## config.mk

```make
export PLATFORM = sky130hd
export DESIGN_NAME = pcof_sq_unit
export DESIGN_NICKNAME = d
export VERILOG_FILES = /design/src/rtl/core/pcof_pkg.sv /design/src/rtl/core/pcof_sq_unit.sv
export SDC_FILE = /design/constraint.sdc
export NUM_CORES = 2
export LEC_CHECK = 0
export BUFFER_PORTS_ARGS = -buffer_cell sky130_fd_sc_hd__clkbuf_2
export CAP_MARGIN = 20
export CORE_UTILIZATION = 59
export DETAILED_ROUTE_END_ITERATION = 16
export MAX_ROUTING_LAYER = met4
export PLACE_DENSITY = 0.81
export SLEW_MARGIN = 0
export SYNTH_ARGS = -nofsm -noshare
export SYNTH_HDL_FRONTEND = slang
export SYNTH_SLANG_ARGS = --single-unit
```

## constraint.sdc

```tcl
create_clock -name clk_i -period 11.65 [get_ports clk_i]
set_clock_uncertainty 0.05 [all_clocks]
set_input_delay 2.33 -clock clk_i [delete_from_list [all_inputs] [get_ports clk_i]]
set_output_delay 2.33 -clock clk_i [all_outputs]
set_load 0.02 [all_outputs]
```

## src/rtl/core/pcof_pkg.sv

```systemverilog
`default_nettype none
package pcof_pkg;
  localparam int unsigned MaxPoints = 64;
  localparam int unsigned CoordBits = 24;
  localparam int unsigned RegBits = 23;
  localparam int unsigned CountBits = 6;

  localparam logic [1:0] RegNeighborRadius = 2'd0;
  localparam logic [1:0] RegMinNeighbors = 2'd1;
  localparam logic [1:0] RegMaxDistance = 2'd2;

  localparam logic [1:0] VerdictKept = 2'd0;
  localparam logic [1:0] VerdictFar = 2'd1;
  localparam logic [1:0] VerdictSparse = 2'd2;

  typedef enum logic [3:0] {
    StLoad, StDivInit, StDiv, StLimits, StPointRd, StGateAxis, StGateCmp,
    StPairRd, StPairAxis, StPairCmp, StEmit
  } state_e;
endpackage
`default_nettype wire

```

## src/rtl/core/pcof_sq_unit.sv

```systemverilog
`default_nettype none
// Shared square unit: registered absolute difference squared, accumulated.
module pcof_sq_unit #(
  parameter int unsigned CoordBits = pcof_pkg::CoordBits
) (
  input  wire logic                   clk_i,
  input  wire logic                   clear_i,
  input  wire logic                   en_i,
  input  wire logic signed [CoordBits+7:0] a_i,
  input  wire logic signed [CoordBits+7:0] b_i,
  output logic [2*CoordBits+3:0]      acc_o
);
  localparam int unsigned DW = CoordBits + 1;
  logic signed [CoordBits+8:0] diff;
  logic [DW-1:0] mag;
  logic [2*CoordBits+3:0] acc_q;
  always_comb begin
    diff = {a_i[CoordBits+7], a_i} - {b_i[CoordBits+7], b_i};
    mag = diff[CoordBits+8] ? DW'(-diff) : DW'(diff);
  end
  always_ff @(posedge clk_i) begin
    if (clear_i) begin
      acc_q <= '0;
    end else if (en_i) begin
      acc_q <= acc_q + (2*CoordBits+4)'(mag * mag);
    end
  end
  assign acc_o = acc_q;
endmodule
`default_nettype wire

```

==> flow_metrics.tcl <==
set metrics [dict create \
    synth_common_cells "inv_1 (700), fa_1 (518), nor2_1 (246)" \
    core-area_sq_mm 0.0389 \
    syn_inst 2653 \
    grt_pass1_vias 21700 \
    die_h_microns 201 \
    cts_made_buffers 5 \
    h-tree-depth 2 \
    slowest_stage "fa_1" \
    io_buffers 118 \
    cts.path.max_buffers 2 \
    worstPathMaxFanout 6 \
    dieArea_sq_mm 0.0405 \
    slowest_delay_ns 0.60 \
    startpoint_type "input pin" \
    synth_edf_count 0 \
    hp-class "flop to flop" \
    viasPerCell 5.45 \
    max_cap_violations 0 \
    grt.overflow.total 0 \
    ios 119 \
    cp_common_cell "fa_1" \
    syn2layout_area_growth_pct 20.5 \
    grt_pass1_wl_microns 110000 \
    wire_per_inst_microns 19.0 \
    antenna_found_initial 0 \
    initial_utilization_pct 60.2 \
    critical_path_required_ns 11.81 \
    yosys_register_bits 52 \
    final_antenna_net_count 0 \
    dp.cells 3588 \
    status "completed" \
    cts_tree "built" \
    synth.distinct_cells 91 \
    fp.dieW_microns 201 \
    drive_gt1_share_pct 22.9 \
    synth.most_common_cell "inv_1" \
    instances_no_fill 3625 \
    worstMarginPinSlew_ns 0.919 \
    drc 0 \
    grt_usage_pct 35.9 \
    drtIter0Drc 1312 \
    nNetsFinal 3907 \
    cts-root-buf "clkbuf_16" \
    dr_total_vias 19800 \
    synth_async_sr_flop_share_pct 0 \
    syn-num-nets 3455 \
    dp_hpwl_microns 58700 \
    hold_buffers 0 \
    final_max_slew_viol_count 0 \
    fmax_mhz 86.9 \
    clock_latency_ns 0.36 \
    drt_wl_total_microns 68700 \
    synth_area_leaders "fa_1 (44%), ha_1 (12%), inv_1 (11%), dfxtp_1 (4.4%), nor2_1 (3.9%)" \
    gp_congestion 0.992 \
    finalHoldViolations 0 \
    worst_ep_arrival_time_ns 11.67 \
    cts.reportedPaths.clkPinSlew_ns 0.09 \
    worstSetupEndpointType "flop" \
    synth.cell_area_sq_mm 0.0234 \
    synth_largest_area_cell "fa_1" \
    synth-seq-area-share_pct 4.44 \
    synth_top_area_share_pct 44.2 \
    max-slew-margin-rel_pct 38.7 \
    avgSynthCellArea_sq_um 8.84 \
    clock_sinks 52 \
    rsz0062_at_grt "yes" \
    firstDrtPassIters 5 \
    largest_register_ffs 52 \
    final.min_clock_period_ns 11.51 \
    grt_max_degree 63 \
    finalCritPeriodShare_pct 98.8 \
    placementRows 72 \
    crit_type "input pin to flop" \
    setup_violations 0 \
    ys.warnings.count 0 \
    ys.flop_type "dfxtp_1" \
]
cell usage in the layout, fill, tap and decap left out, drive strengths merged, types with 16 or more instances in the layout:
master / synthesis / layout
inv: 725 / 728
fa: 518 / 518
buf: 54 / 421
nor2: 258 / 258
ha: 217 / 217
nand2: 208 / 208
clkbuf: 37 / 120
a21oi: 93 / 93
xnor2: 56 / 56
dfxtp: 52 / 52
o21ai: 48 / 48
mux2i: 41 / 41
a21o: 39 / 39
nor3: 30 / 30
xor2: 30 / 30
nand2b: 25 / 25
nor2b: 20 / 20
nand4: 16 / 16
a31oi: 16 / 16
worst paths after layout:
check | cells past startpoint | start | endpoint | slack, ns
max | 43 | a_i[0] | acc_o[50] | 0.14
min | 2 | acc_o[4] | acc_o[4] | 0.45
max reg2reg | 23 | acc_o[13] | acc_o[45] | 5.57
min reg2reg | 2 | acc_o[4] | acc_o[4] | 0.45
repair_timing:
action / 4_1_cts / 5_1_grt
resized for setup: 12 / 107
setup buffers: 1 / 27
pin swaps: 4 / 68
cloned: 0 / 1
endpoints found under the setup margin: 9 / 19
logic make-up after synthesis:
logic type / count (synthesis) / share of synthesized area (%)
AOI/OAI and AO/OA: 300 / 8.87
xor gates and xnor gates: 86 / 3.65
adders and majority gates: 735 / 55.8
buffers and inverters: 816 / 13.5
DFF: 52 / 4.44
muxes: 44 / 1.89
and+or+nand+nor: 620 / 11.8
critical path, delay by kind of cell:
| kind | cells | cell delay [ns] |
|---|---|---|
| AOI/OAI and AO/OA | 12 | 2.19 |
| and+or+nand+nor | 6 | 0.93 |
| buffers and inverters | 12 | 1.23 |
| muxes | 1 | 0.13 |
| adders and majority gates | 10 | 4.51 |
| xor gates and xnor gates | 2 | 0.34 |
area by class of cell:
type	count	area, sq um
fillers	2935	10700
clock inverters	3	28.8
well taps	518	648
repair buffers	536	3970
inverters	725	2730
multi-input cells	1785	19700
flip-flops and latches	52	1040
clock buffers	5	125
diodes	1	2.50
per-stage QoR:
step	cell area [sq um]	setup WS (ns)	hold slack, ns	setup TNS [ns]	util [%]
final	28200	0.143	0.455	0	72.6
after floorplan	23400	0.114	0.512	0	-
after CTS	27500	0.00501	0.452	0	70.8
after detailed placement	27300	-0.743	0.441	-6.76	70.2
after global placement	27300	-0.582	0.433	-3.78	70.2
after global routing	28200	-0.152	0.489	-0.790	72.6
layer usage:
metal  part of all wire (%)  GRT usage, %  routed length [microns]
met5                      0             -                        0
met4                    4.8          15.5                     3290
met3                    5.6          4.70                     3850
met2                     51          61.7                    34900
met1                     39          42.2                    26700
Power is not shown: default switching activity piles up to over one toggle a cycle in this logic, so the estimate is an artifact.
